## config.mk

```make
export PLATFORM = sky130hd
export DESIGN_NAME = tccw_ctrl
export DESIGN_NICKNAME = d
export VERILOG_FILES = /design/src/rtl/core/tccw_pkg.sv /design/src/rtl/core/tccw_ctrl.sv
export SDC_FILE = /design/constraint.sdc
export NUM_CORES = 1
export LEC_CHECK = 0
export BUFFER_PORTS_ARGS = -buffer_cell sky130_fd_sc_hd__buf_2
export CAP_MARGIN = 20
export CORE_MARGIN = 3
export CORE_UTILIZATION = 44
export CTS_CLUSTER_DIAMETER = 100
export DETAILED_ROUTE_END_ITERATION = 10
export HOLD_SLACK_MARGIN = 0.05
export PLACE_DENSITY = 0.77
export SYNTH_ARGS = -nofsm -noshare
export SYNTH_HDL_FRONTEND = slang
export SYNTH_SLANG_ARGS = --single-unit
```

## constraint.sdc

```tcl
create_clock -name clk -period 1.8 [get_ports clk]
set_input_delay 0 -clock clk [delete_from_list [all_inputs] [get_ports clk]]
set_output_delay 0 -clock clk [all_outputs]
set_load 0.05 [all_outputs]
```

## src/rtl/core/tccw_pkg.sv

```systemverilog
// Shared definitions for the text console character writer.
// Field widths, character codes, register indexes, attribute swap and the
// command/status types between controller and datapath. No dependencies.
`timescale 1ns / 1ps

package tccw_pkg;

	// default screen geometry
	localparam int TCCW_ROWS     = 25;
	localparam int TCCW_COLS     = 80;
	localparam int TCCW_TAB_STOP = 8;

	// field widths
	localparam int CHAR_W     = 8;
	localparam int INDEX_W    = 11;
	localparam int DATA_W     = 16;
	localparam int ATTR_W     = 8;
	localparam int ROW_W      = 5;
	localparam int CFG_IDX_W  = 2;
	localparam int CFG_DATA_W = 8;

	// configuration register indexes
	localparam logic [CFG_IDX_W-1:0] REG_CHAR_ATTR   = 2'd0;
	localparam logic [CFG_IDX_W-1:0] REG_NORMAL_ATTR = 2'd1;
	localparam logic [CFG_IDX_W-1:0] REG_SCROLL_TOP  = 2'd2;
	localparam logic [CFG_IDX_W-1:0] REG_SCROLL_BOT  = 2'd3;

	// register reset values
	localparam logic [ATTR_W-1:0] ATTR_RESET = 8'h07;
	localparam logic [ROW_W-1:0]  TOP_RESET  = 5'd0;
	localparam logic [ROW_W-1:0]  BOT_RESET  = 5'd24;

	// character codes
	localparam logic [CHAR_W-1:0] CH_BEL   = 8'h07;
	localparam logic [CHAR_W-1:0] CH_BS    = 8'h08;
	localparam logic [CHAR_W-1:0] CH_TAB   = 8'h09;
	localparam logic [CHAR_W-1:0] CH_LF    = 8'h0A;
	localparam logic [CHAR_W-1:0] CH_FF    = 8'h0C;
	localparam logic [CHAR_W-1:0] CH_CR    = 8'h0D;
	localparam logic [CHAR_W-1:0] CH_SPACE = 8'h20;

	// attribute nibble masks
	localparam logic [ATTR_W-1:0] ATTR_KEEP_MASK = 8'h88;
	localparam logic [ATTR_W-1:0] ATTR_HI_MASK   = 8'h70;
	localparam logic [ATTR_W-1:0] ATTR_LO_MASK   = 8'h07;

	// what the latched word asks for
	typedef enum logic [2:0] {
		KIND_READ,
		KIND_PRINT,
		KIND_MOVE,
		KIND_FILL,
		KIND_NONE
	} tccw_kind_t;

	// controller to datapath
	typedef struct packed {
		logic take;
		logic exec;
		logic ctr_zero;
		logic clear;
		logic fill;
		logic cur_home;
		logic wrap;
		logic sw_read;
		logic sw_write;
		logic sc_setup;
		logic copy;
		logic blank_setup;
		logic blank;
		logic sc_adj;
		logic load_out;
	} tccw_cmd_t;

	// datapath to controller
	typedef struct packed {
		tccw_kind_t kind;
		logic       col_wrap;
		logic       cur_oob;
		logic       ctr_last;
		logic       top_lt_bot;
		logic       bot_in;
		logic       out_free;
	} tccw_stat_t;

	// fg/bg swap: bits 7 and 3 stay, 6..4 and 2..0 trade places
	function automatic logic [ATTR_W-1:0] swap_attr(input logic [ATTR_W-1:0] a);
		return (a & ATTR_KEEP_MASK) | ((a & ATTR_HI_MASK) >> 4) | ((a & ATTR_LO_MASK) << 4);
	endfunction

endpackage

```

## src/rtl/core/tccw_ctrl.sv

```systemverilog
// Sequencer of the text console character writer.
// Steps each word through decode, fill, cursor update, scroll and swap; uses tccw_pkg.
`timescale 1ns / 1ps

module tccw_ctrl import tccw_pkg::*; (
	input  logic       clk,
	input  logic       arst_n,
	input  logic       req_valid,
	output logic       req_ready,
	input  tccw_stat_t stat,
	output tccw_cmd_t  cmd
);

	localparam logic [3:0] S_CLEAR = 4'd0;
	localparam logic [3:0] S_IDLE  = 4'd1;
	localparam logic [3:0] S_EXEC  = 4'd2;
	localparam logic [3:0] S_FILL  = 4'd3;
	localparam logic [3:0] S_NORM  = 4'd4;
	localparam logic [3:0] S_SCSET = 4'd5;
	localparam logic [3:0] S_COPY  = 4'd6;
	localparam logic [3:0] S_BLSET = 4'd7;
	localparam logic [3:0] S_BLANK = 4'd8;
	localparam logic [3:0] S_SCADJ = 4'd9;
	localparam logic [3:0] S_SWWR  = 4'd10;
	localparam logic [3:0] S_DONE  = 4'd11;

	logic [3:0] state_q;
	logic [3:0] state_d;

	// next state and commands
	always_comb begin
		cmd       = '0;
		state_d   = state_q;
		req_ready = 1'b0;
		case (state_q)
			S_CLEAR: begin
				cmd.clear = 1'b1;
				if (stat.ctr_last) state_d = S_IDLE;
			end
			S_IDLE: begin
				req_ready = 1'b1;
				if (req_valid) begin
					cmd.take = 1'b1;
					state_d  = S_EXEC;
				end
			end
			S_EXEC: begin
				cmd.exec = 1'b1;
				case (stat.kind)
					KIND_PRINT, KIND_MOVE: state_d = S_NORM;
					KIND_FILL: begin
						cmd.ctr_zero = 1'b1;
						state_d      = S_FILL;
					end
					default: state_d = S_DONE;
				endcase
			end
			S_FILL: begin
				cmd.fill = 1'b1;
				if (stat.ctr_last) begin
					cmd.cur_home = 1'b1;
					state_d      = S_NORM;
				end
			end
			// fold column overflow into rows, then check for scroll
			S_NORM: begin
				if (stat.col_wrap) begin
					cmd.wrap = 1'b1;
				end else if (stat.cur_oob) begin
					state_d = S_SCSET;
				end else begin
					cmd.sw_read = 1'b1;
					state_d     = S_SWWR;
				end
			end
			S_SCSET: begin
				cmd.sc_setup = 1'b1;
				state_d      = stat.top_lt_bot ? S_COPY : S_BLSET;
			end
			S_COPY: begin
				cmd.copy = 1'b1;
				if (stat.ctr_last) state_d = S_BLSET;
			end
			S_BLSET: begin
				cmd.blank_setup = 1'b1;
				state_d         = stat.bot_in ? S_BLANK : S_SCADJ;
			end
			S_BLANK: begin
				cmd.blank = 1'b1;
				if (stat.ctr_last) state_d = S_SCADJ;
			end
			S_SCADJ: begin
				cmd.sc_adj = 1'b1;
				state_d    = S_NORM;
			end
			S_SWWR: begin
				cmd.sw_write = 1'b1;
				if (stat.out_free) begin
					cmd.load_out = 1'b1;
					state_d      = S_IDLE;
				end else begin
					state_d = S_DONE;
				end
			end
			S_DONE: begin
				if (stat.out_free) begin
					cmd.load_out = 1'b1;
					state_d      = S_IDLE;
				end
			end
			default: state_d = S_IDLE;
		endcase
	end

	// state register
	always_ff @(posedge clk or negedge arst_n) begin
		if (!arst_n) begin
			state_q <= S_CLEAR;
		end else begin
			state_q <= state_d;
		end
	end

endmodule

```

==> results.txt, run 1 <==
* Status: complete, no violations
- Summed over all instances, the cell type with the most area after synthesis is dfrtp_1.
* Clock transition at the registers of the reported paths: 0.04 ns
- In this design, the stage delay of the slowest critical-path cell is 0.48 ns.
* Most area-consuming cells after synthesis: dfrtp_1 17%, nor2_1 7.7%, a21oi_1 6.0%, nand2_1 5.1%, a221oi_4 4.5%
- Top cells by instance count after synthesis: 12 x nor2_1, 8 x nand2_1, 7 x a21oi_1
- Of the total power, the share spent switching nets is 0.5934.
- Commonest register cell after synthesis: dfrtp_1
* Slew headroom: 0.7506
* Cts bufs inserted: 3
- Via count of the routed design: 716
- The number of global-route vias before repair was 637.
* Mapped Nets: 95
- Synth top area share: 0.1706
* Number of DRC markers in iteration 0: 21
- Final WL: 1.643 mm
- Clock latency on the worst-skew pair, taken at its later pin, is 0.23 ns.
- Area after detailed placement: 764.5 um2
* Registers with the highest flip-flop counts: state_q: 4 flops
* Sequential-to-total area share from yosys stat: 0.1706
- Across every metal layer, demand over resource in global routing totals 0.1948.
- Entering global routing, the biggest net connects 13 pins.
- First-pass GRT wire length: 2.753 mm
- The internal power of the cells totals 0.7038 mW.
* Required time at the endpoint of the critical path: 1.80 ns
- The setup check on the worst reg-to-reg path leaves a slack of 0.17 ns.
- The critical path in this run is classified as reg -> out.
- Die Span X: 42.52 um
- The die is 42.52 um tall.
- The worst setup path is captured at an output pin.
* FF-to-FF End: state_q[0]$_DFFE_PN0P_
- Once detailed placement completed, the half-perimeter wirelength came to 1.284 mm.
- The share of total power dissipated in sequential elements is 0.150.
- Num rows: 12
- Initial Util: 0.5011
- Register containing the most flip-flops in the final layout: state_q
- Critical-path top delay cell: dfrtp_1
- Most frequent cell after synthesis: nor2_1
- Across the run, the number of max-cap violations was 0.
* Fillers: 107
- Once the clock tree was built, the resizer swapped 0 gates to a different size.
- Critical-path cell list: buf_4 -> nor3_4 -> and4b_1 -> buf_2
- Share of total power in combinational logic: 0.786
- Final-stage net count: 127
- After synthesis, the netlist uses 33 different library cells.
* Vias per cell: 5.638
- Worst min path class: in -> async
- Root buffer cell: clkbuf_4
- Number of flops mapped to enable cells by yosys: 0
- Post-synth design cell area: 586.8 um2
- GPL Wtd Cong: 0.9124
- Counting cells, the worst reg-to-reg path comes to 5.
* Final antenna diode count: 0
* Remaining antenna violation count after routing: 0
- Data on the critical path arrives at its endpoint at 1.64 ns.
- In this run, synthesis produced a sequential element count of 4.
- Clock network fraction of design power: 0.064
- Area Overhead vs Synth: 35.82%
- Fin Clk Skew: 0.0003215 ns
* Sinks on Clock Net: 4
- IO buf count: 27
* DRC: 0
- I/O pin count: 28
- Core area: 1171 um2
- Launching element type of the critical path: flop
- Setup violations remaining at the end of the flow were counted as 0.
- The finished cells cover 797.0 um2.
- The number of max-slew violations in the final report came to 0.
- Counting every instance in the synthesized netlist gives 83.
- Unrepaired setup endpoints after global routing: false
- RR Startpoint: state_q[2]$_DFFE_PN0P_
- In this run the mean area of a mapped cell was 7.070 um2.
- Highest fanout seen on the critical path: 12
- Derived from the worst setup path, the maximum achievable clock frequency is 608.1 MHz.
- No sink is reached through more buffers than the 2 on the longest clock path.
* Min Clock Period, post-route: 1.644 ns
- Cell area power density: 2172 nW/um2
- Detailed-routing iteration count for the pre-antenna-repair pass: 4
- The register with the most flip-flops in the layout has 4 of them.
- Summed over all cells, the static leakage comes to 0.3957 nW.
- The floorplan step defined a die boundary enclosing 1808 um2.
* Final hold viol count: 0
- Setup_tns: 0 ns
- Post-route clock period utilization: 0.9136
- In this run the power spent charging and discharging nets is 1.027 mW.
- CTS tree: done
- Dividing the detail-routed wire length by the instance count gives 12.94 um.
- Warning count from the yosys run: 0
* Maximum level of the CTS H-tree: 1
- Proportion of register bits with asynchronous set or reset after synthesis: 1.000
- For the pin with the worst max-slew slack, the measured transition is 0.3741 ns.
* Antenna violations before repair: 0
- Across the VDD grid, the largest voltage drop is 1357 uV.
- For this run the aggregate overflow at the end of global routing stands at 0.
- Fraction of layout cells with a size suffix above 1: 0.4248
## cells by family after synthesis
| kind of cell | Yosys count | share of synthesized area |
|---|---|---|
| AND/OR/NAND/NOR | 40 | 0.3603 |
| AO/OA/AOI/OAI | 24 | 0.3028 |
| buffers and inverters | 13 | 0.1237 |
| flip-flops | 4 | 0.1706 |
| XOR/XNOR | 2 | 0.04265 |
## worst max-delay path by stage
stage,from,to,slack (ns),cells after the start
after floorplan,state_q[3]$_DFFE_PN0P_,cmd[14],-0.11,4
after global placement,state_q[1]$_DFFE_PN0P_,state_q[0]$_DFFE_PN0P_,0.23,5
after detailed placement,state_q[2]$_DFFE_PN0P_,state_q[0]$_DFFE_PN0P_,0.18,5
after CTS,state_q[3]$_DFFE_PN0P_,cmd[12],0.15,4
after global routing,state_q[2]$_DFFE_PN0P_,state_q[1]$_DFFE_PN0P_,0.04,5
final,state_q[3]$_DFFE_PN0P_,cmd[12],0.16,4
## layer usage
metal | global-route usage | up-vias | wire length (um)
li1 | - | 357 | -
met2 | 0.3040 | 31 | 774
met4 | 0.07453 | 0 | 0
met5 | 0 | - | 0
met3 | 0.02575 | 0 | 121
met1 | 0.2679 | 328 | 747
## layout make-up
type	instances	area, um2	area share
flip-flops and latches	4	100.1	0.1256
inverters	6	22.52	0.02826
well taps	14	17.52	0.02198
clock buffers	3	22.52	0.02826
multi-input cells	66	444.2	0.5573
repair buffers	34	190.2	0.2386
## power groups by stage
stage	clock network (mW)	registers [mW]	logic, mW
after floorplan	0	0.166	1.19
after global placement	0	0.250	1.34
after detailed placement	0	0.257	1.35
after CTS	0.116	0.255	1.35
after global routing	0.122	0.269	1.49
final	0.111	0.259	1.36
## timing repair
action	in CTS	in global routing
hold endpoints to repair	4	0
setup buffers	0	0
hold buffers	1	0
## worst max-delay path, delay by kind of cell, from the launching register on
| family | cells | cell delay [ns] |
|---|---|---|
| buffers and inverters | 2 | 0.49 |
| AND/OR/NAND/NOR | 2 | 0.43 |
| flip-flops | 1 | 0.48 |
## cells in the final DEF, fill, tap and decap left out, drive strengths merged
cell type / n
xnor2: 1
dlygate4sd3: 1
nor2: 12
or2: 1
and4b: 1
nand2b: 4
inv: 6
o2bb2ai: 1
a221oi: 2
xor2: 1
o21ai: 4
o31ai: 1
o211ai: 1
buf: 33
a21oi: 7
a31oi: 4
a32oi: 1
dfrtp: 4
nand2: 8
or3: 3
nor4: 2
a22o: 1
nand3: 1
a31o: 1
clkbuf: 3
nor3: 7
and2: 1
o21bai: 1
## metrics by stage
stage / utilization / setup slack [ns] / cells / hold WS (ns) / power (mW)
3_5_place_dp: 0.6528 / 0.1773 / 123 / -0.1856 / 1.607
2_1_floorplan: - / -0.1071 / 83 / -0.2956 / 1.360
5_1_grt: 0.6806 / 0.04140 / 127 / 0.1283 / 1.878
4_1_cts: 0.6806 / 0.1521 / 127 / 0.09629 / 1.725
3_3_place_gp: 0.6528 / 0.2343 / 123 / -0.1884 / 1.585
6_report: 0.6806 / 0.1556 / 127 / 0.1044 / 1.731
No activity file was read; power rests on OpenSTA's default activity.
==> inputs of run 2 (changes only) <==
--- a/config.mk
+++ b/config.mk
@@ -7,12 +7,16 @@
 export LEC_CHECK = 0
 export BUFFER_PORTS_ARGS = -buffer_cell sky130_fd_sc_hd__buf_2
 export CAP_MARGIN = 20
+export CELL_PAD_IN_SITES_DETAIL_PLACEMENT = 1
+export CELL_PAD_IN_SITES_GLOBAL_PLACEMENT = 1
 export CORE_MARGIN = 3
-export CORE_UTILIZATION = 44
+export CORE_UTILIZATION = 30
 export CTS_CLUSTER_DIAMETER = 100
 export DETAILED_ROUTE_END_ITERATION = 10
 export HOLD_SLACK_MARGIN = 0.05
-export PLACE_DENSITY = 0.77
+export PLACE_DENSITY_LB_ADDON = 0.1
+export SLEW_MARGIN = 40
 export SYNTH_ARGS = -nofsm -noshare
 export SYNTH_HDL_FRONTEND = slang
 export SYNTH_SLANG_ARGS = --single-unit
+export TNS_END_PERCENT = 30
==> run 2 against run 1 <==
Sequential power grew 3%; fmax shrank 3.0%; register-to-register slack lost 0.04 ns; hold slack gained 0.020 ns.
==> results.txt, run 2 (synthesis gave the netlist of run 1 again) <==
- The maximum cell stage delay along the critical path is 0.45 ns (-0.03 ns).
* Fin Clk Skew: 0.0001459 ns (-0.0001756 ns)
- The largest vdd supply drop was 1007 uV (-26%).
- Die Span X: 50.23 um (+18%)
* Area Overhead vs Synth: 37.95%
* DRC: 0 (unchanged)
- The number of max-slew violations in the final report was 0 (unchanged).
- DP Wirelength: 1.600 mm (+25%)
* Required time at the endpoint of the critical path: 1.80 ns (about the same)
- The count of buffers from port buffering is 27 (unchanged).
- Total gr overflow: 0 (unchanged)
* F_max: 589.8 MHz (-3.0%)
* CTS tree: done
- The total iterations of the first detailed-routing run is 2 (-2).
- The global-route wire length before repair was 3.415 mm (+24%).
- Slew @ Worst Pin: 0.3979 ns (+0.02382 ns)
* Most common cell after layout, fill and taps aside: buf_2
- Remaining antenna violation count after routing: 0 (unchanged)
* Wire per inst: 14.46 um (+12%)
* Overall power consumption: 1.768 mW (+2.1%)
- The area of all placed cells without fillers is 809.5 um2 (+1.6%).
- The final count of negative-setup-slack endpoints was 0 (unchanged).
- Maximum level of the CTS H-tree: 1 (unchanged)
- The height of the die was 50.23 um (+18%).
- The initial core utilization was 0.3291 (-0.1719).
- Sinks on Clock Net: 4 (unchanged)
- The cell leakage power is 0.3985 nW (+0.71%).
- The maximum clock path buffer count is 2 (unchanged).
* Setup Buffers After CTS: 0 (unchanged)
* Fraction of layout cells with a size suffix above 1: 0.4435 (+0.01870)
- Kind of capture point of the worst setup path: output pin
- Setup repair after global routing left no endpoint under its margin.
- Flip-flop count of the largest register, all copies and words added: 4 (unchanged)
- Path type of the worst setup path: reg -> out
* Status: complete, no violations
* Worst path top cell family by delay: buffers and inverters
- The arrival time at the worst endpoint came to 1.70 ns (+0.06 ns).
* # Max-Cap Violations: 0 (unchanged)
* Area after detailed placement: 774.5 um2 (+1.3%)
- Num rows: 15 (+3)
- In the layout the commonest cells are 27 x buf_2, 12 x nor2_1, 8 x nand2_1, 8 x buf_4, 7 x a21oi_1.
- Critical-path top delay cell: dfrtp_1
- Critical-path cell list: buf_4 -> nand2b_1 -> nor2_1 -> buf_2
* Final-stage net count: 129 (+1.6%)
* I/O pin count: 28 (unchanged)
- In this run the clock root is driven by a clkbuf_4.
* Via count of the routed design: 721 (+0.70%)
- Launching element type of the critical path: flop
- The latest clock arrival within the worst-skew pair came to 0.23 ns (about the same).
- The via density per instance was 5.150 (-8.7%).
- The worst slew margin relative to its limit is 0.7347 (-0.01588).
- Maximum number of pins on one net before global-route repair: 12 (-1)
* Final hold viol count: 0 (unchanged)
- Number of DRC markers in iteration 0: 6 (-71%)
- The wire length reported by the detailed router is 2.024 mm (+23%).
- The number of buffers created by CTS came to 3 (unchanged).
- state_q holds more flip-flops than any other register.
- The number of global-route vias before repair came to 766 (+20%).
* Post-route clock period utilization: 0.9419 (+0.02831)
* Clock transition at the registers of the reported paths: 0.04 ns (about the same)
- The total core area was 1783 um2 (+52%).
* Final antenna diode count: 0 (unchanged)
* Die Area: 2523 um2 (+40%)
- The total buffers and inverters traversed by the critical path was 2 (unchanged).
- Antenna violations before repair: 0 (unchanged)
* Min Clock Period, post-route: 1.695 ns (+0.05095 ns)
- The placer's final routability congestion estimate is 0.7520 (-18%).
- The largest registers in the layout are state_q: 4 flops.
* GRT Overall Usage: 0.1701 (-0.02468)
- The power density relative to cell area was 2184 nW/um2 (+0.54%).
- Highest fanout seen on the critical path: 9 (-3)
- Worst min path class: in -> async
run 2: cell types whose count changed in the layout (fill, tap and decap cells not counted), sizes merged:
| cell | before | now |
|---|---|---|
| buf | 33 | 35 |
run 2: timing repair:
item / CTS / global route
endpoints found under the hold margin: 4 / 0
resized for setup: 0 / 2
hold buffers: 1 / 0
endpoints found under the setup margin: 0 / 2
run 2: stage by stage:
stage	TNS [ns]	setup slack [ns]	instances	hold slack (ns)	utilization
3_5_place_dp	0	0.1067	136	-0.1896	0.4344
6_report	0	0.1046	140	0.1241	0.4540
2_1_floorplan	-1.501	-0.4253	83	-0.2956	-
4_1_cts	0	0.04226	140	0.1119	0.4526
5_1_grt	0	0.001184	140	0.1334	0.4540
3_3_place_gp	0	0.1811	136	-0.1890	0.4344
run 2: metal layers:
metal  track usage  wire length (um)  up-vias
li1              -                 -      361
met1        0.2270               936      331
met2        0.2804               983       25
met3       0.02671                80        4
met4       0.04608                23        0
met5             0                 0        -
run 2: final timing paths:
path	slack, ns	end	startpoint	cells after the start
max	0.10	cmd[1]	state_q[2]$_DFFE_PN0P_	4
min in group clk	0.24	state_q[3]$_DFFE_PN0P_	stat[7]	4
max reg2reg	0.13	state_q[0]$_DFFE_PN0P_	state_q[0]$_DFFE_PN0P_	5
min	0.12	state_q[0]$_DFFE_PN0P_	arst_n	2
max in group asynchronous	1.54	state_q[1]$_DFFE_PN0P_	arst_n	2
min reg2reg	0.78	state_q[1]$_DFFE_PN0P_	state_q[1]$_DFFE_PN0P_	2
run 2: area by class of cell:
class	instances	area, um2
tap	25	31.28
multi-input combinational	66	425.4
timing repair buffer	36	205.2
sequential	4	102.6
clock buffer	3	22.52
inverter	6	22.52
fill	253	973.4
run 2: report_power, final:
group	leakage, nW	switching, mW	internal [mW]	total [mW]
logic	0.338	0.884	0.507	1.39
clock network	0.0138	0.0370	0.0746	0.112
registers	0.0464	0.120	0.146	0.266
==> inputs of run 3 (changes only) <==
--- a/config.mk
+++ b/config.mk
@@ -5,16 +5,18 @@
 export SDC_FILE = /design/constraint.sdc
 export NUM_CORES = 1
 export LEC_CHECK = 0
+export ABC_AREA = 1
 export BUFFER_PORTS_ARGS = -buffer_cell sky130_fd_sc_hd__buf_2
 export CAP_MARGIN = 20
 export CELL_PAD_IN_SITES_DETAIL_PLACEMENT = 1
 export CELL_PAD_IN_SITES_GLOBAL_PLACEMENT = 1
 export CORE_MARGIN = 3
-export CORE_UTILIZATION = 30
+export CORE_UTILIZATION = 28
 export CTS_CLUSTER_DIAMETER = 100
 export DETAILED_ROUTE_END_ITERATION = 10
 export HOLD_SLACK_MARGIN = 0.05
 export PLACE_DENSITY_LB_ADDON = 0.1
+export SKIP_CTS_REPAIR_TIMING = 1
 export SLEW_MARGIN = 40
 export SYNTH_ARGS = -nofsm -noshare
 export SYNTH_HDL_FRONTEND = slang
==> constraint.sdc (replaced) <==
create_clock -name clk -period 1.7 [get_ports clk]
set_input_delay 0 -clock clk [delete_from_list [all_inputs] [get_ports clk]]
set_output_delay 0 -clock clk [all_outputs]
set_load 0.05 [all_outputs]
==> run 3 against run 2 <==
Sequential share of layout area is essentially flat; die area grew 5.7%; combinational power shrank 15%; routed wire length shrank 0.44%; clock skew grew 0.0023 ns; largest power group unchanged.
==> results.txt, run 3 <==
* Status: complete, no violations
- Remaining antenna violation count after routing: 0 (unchanged)
* Post-route clock period utilization: 0.9131
* Path type of the worst setup path: reg -> out
* GRT Overall Usage: 0.1731 (+0.002973)
- The number of global-route vias before repair came to 799 (+4.3%).
- The global-route wire length before repair was 3.456 mm (+1.2%).
* Flip-flop count of the largest register, all copies and words added: 4 (unchanged)
* Top cells by instance count after synthesis: 36 x nand2_1, 18 x nor2_1, 14 x inv_1
- Clock network fraction of design power: 0.083 (+0.020)
- The clock sink total is 4 (unchanged).
* Synth top area share: 0.2318 (+0.06118)
- The number of max-slew violations in the final report came to 0 (unchanged).
- Critical-path top delay cell: dfrtp_1
* Share of total power in combinational logic: 0.773 (-0.014)
* Commonest non-fill, non-tap cells in the layout: 36 x nand2_1, 27 x buf_2, 18 x nor2_1, 14 x inv_1, 10 x nand3_1
* Root buffer cell: clkbuf_4
- Most common cell after layout, fill and taps aside: nand2_1
- The internal power consumption came to 0.5298 mW (-27%).
* Utilization after layout: 0.4286 (-0.02546)
- Number of flops mapped to enable cells by yosys: 0 (unchanged)
- Vias per cell: 4.564 (-11%)
- The half-perimeter wire length after detailed placement came to 1.742 mm (+8.9%).
* Warning count from the yosys run: 0 (unchanged)
- The top-level I/O count is 28 (unchanged).
* Initial Util: 0.3170 (-0.01212)
* Required time at the endpoint of the critical path: 1.70 ns (-0.10 ns)
- Overall power consumption: 1.531 mW (-13%)
- The latest clock arrival within the worst-skew pair came to 0.25 ns (+0.02 ns).
- Cts bufs inserted: 3 (unchanged)
* Placed Instances: 161 (+18%)
* Setup violation total in the final timing report: 0 (unchanged)
- Peak VDD IR: 680.6 uV (-32%)
- The total core area was 1839 um2 (+3.2%).
* Final-stage net count: 154 (+19%)
- The number of antenna violations at the first check in global routing is 0 (unchanged).
* Sequential-to-total area share from yosys stat: 0.1717 (+0.001098)
* Buffers and inverters on the worst path: 1 (-1)
- Fin Clk Skew: 0.002481 ns (+0.002335 ns)
* Mapped Nets: 121 (+27%)
- Most area-consuming cells after synthesis: nand2_1 23%, dfrtp_1 17%, nor2_1 12%, inv_1 9.0%, nand3_1 8.6%
* Cell taking the most area after synthesis: nand2_1
* Final antenna diode count: 0 (unchanged)
* Total gr overflow: 0 (unchanged)
- Num rows: 15 (unchanged)
- Slew @ Worst Pin: 0.2597 ns (-0.1382 ns)
- Area after detailed placement: 755.7 um2 (-2.4%)
- Leakage Power: 0.5046 nW (+27%)
- STA classifies the critical path startpoint as a flop.
* Delay contributed by the slowest stage of the critical path: 0.45 ns (about the same)
- The total number of cells along the worst setup path is 4 (unchanged).
- The critical path goes through nor2_2 -> nand3b_1 -> nor2_1 -> buf_2.
- The number of design-rule violations left by the first detailed-router iteration was 16 (+10).
* Maximum number of pins on one net before global-route repair: 8 (-4)
- The floorplan die width is 51.63 um (+2.8%).
- The tightest min-delay check is of the in -> async type.
- Among cell families on the critical path, the largest total delay comes from simple AND/OR/NAND/NOR gates.
- DRC: 0 (unchanged)
- Max Root-Sink Buffers: 2 (unchanged)
- STA classifies the critical path endpoint as an output pin.
- Switching power: 1.001 mW (-3.8%)
- Unrepaired setup endpoints after global routing: false
- Area Overhead vs Synth: 35.19%
- The height of the die is 51.63 um (+2.8%).
- The total iterations of the first detailed-routing run came to 4 (+2).
- IO buf count: 27 (unchanged)
- The worst path needs 1.552 ns of the cycle, external delays included.
- The area of all placed cells without fillers was 788.3 um2 (-2.6%).
- The largest registers in the layout are state_q: 4 flops.
- The worst slew margin relative to its limit was 0.8268 (+0.09211).
- The share of synthesized registers carrying an async set or reset is 1.000 (unchanged).
* Yosys cell types: 17 (-48%)
- The depth of the worst register-to-register path came to 8 (+3).
- Worst hold margin: 0.08050 ns (-0.04357 ns)
- Data arrival time of the critical path: 1.55 ns (-0.15 ns)
* Via count of the routed design: 753 (+4.4%)
* Yosys reg bits: 4 (unchanged)
- The count of endpoints failing hold in the final timing report came to 0 (unchanged).
- Wire per inst: 12.21 um (-16%)
* Fraction of power spent switching nets: 0.6538 (+0.06525)
- The wire length reported by the detailed router came to 2.015 mm (-0.44%).
- The total of max-cap violations was 0 (unchanged).
- Fraction of layout cells with a size suffix above 1: 0.3500 (-0.09348)
* Cell area power density: 1942 nW/um2 (-11%)
- Maximum level of the CTS H-tree: 1 (unchanged)
- The placer's final routability congestion estimate was 0.8378 (+11%).
- By instance count, the leading cell after synthesis is nand2_1.
- Based on the critical path, the design can be clocked at up to 644.2 MHz.
* Highest fanout seen on the critical path: 7 (-2)
- Commonest register cell after synthesis: dfrtp_1
- Cell count after synthesis: 109 (+31%)
* Post-route insts no fill: 165 (+18%)
- CTS tree: done
- Post-synth design cell area: 583.1 um2 (-0.64%)
- The average cell area after synthesis came to 5.349 um2 (-24%).
- Clock transition at the registers of the reported paths: 0.04 ns (about the same)
- Die Area: 2666 um2 (+5.7%)
* Register containing the most flip-flops in the final layout: state_q
- The share of power burned in registers came to 0.144 (-0.006).
==> run 3: metal layers <==
layer / track usage / share of wire
met3: 0.03725 / 0.045
met2: 0.2924 / 0.45
met4: 0.03930 / 0.0079
met1: 0.2232 / 0.50
met5: 0 / 0
==> run 3: power by group through the flow <==
| stage | logic [mW] | registers, mW | clock network [mW] |
|---|---|---|---|
| floorplan | 0.923 | 0.203 | 0 |
| global placement | 1.16 | 0.219 | 0 |
| detailed placement | 1.18 | 0.220 | 0 |
| CTS | 1.19 | 0.220 | 0.130 |
| global route | 1.31 | 0.229 | 0.139 |
| finish | 1.18 | 0.221 | 0.126 |
==> run 3: cell type report <==
class | count | area [um2]
fill | 293 | 1051
multi-input combinational | 87 | 421.7
timing repair buffer | 28 | 145.1
sequential | 4 | 100.1
inverter | 18 | 67.56
tap | 25 | 31.28
clock buffer | 3 | 22.52
==> run 3: logic make-up after synthesis <==
kind of cell,after synthesis,synth area share
simple gates,84,0.6867
buf+inv,18,0.1159
flops,4,0.1717
compound gates,3,0.02574
==> run 3: stage by stage <==
step                      worst slack (ns)  TNS [ns]
after detailed placement            0.3318         0
after floorplan                   -0.07427   -0.1003
after CTS                           0.1509         0
after global placement              0.3592         0
final                               0.1477         0
after global routing               0.04339         0
==> run 3: final timing paths <==
kind / startpoint / end / slack [ns]
setup / recovery: state_q[1]$_DFFE_PN0P_ / cmd[7] / 0.15
hold / removal: arst_n / state_q[1]$_DFFE_PN0P_ / 0.08
setup reg to reg: state_q[1]$_DFFE_PN0P_ / state_q[1]$_DFFE_PN0P_ / 0.32
hold reg to reg: state_q[2]$_DFFE_PN0P_ / state_q[2]$_DFFE_PN0P_ / 0.62
max in group asynchronous: arst_n / state_q[0]$_DFFE_PN0P_ / 1.50
min in group clk: stat[8] / state_q[3]$_DFFE_PN0P_ / 0.16
==> run 3: worst reg2reg max path: stages, from the launching register on <==
cell,delay (ns)
dfrtp_1,0.45
nor2_2,0.27
nand3_1,0.14
nand2_1,0.10
inv_1,0.06
nand2_2,0.08
nor2_4,0.05
nand2_1,0.07
nand2_1,0.05
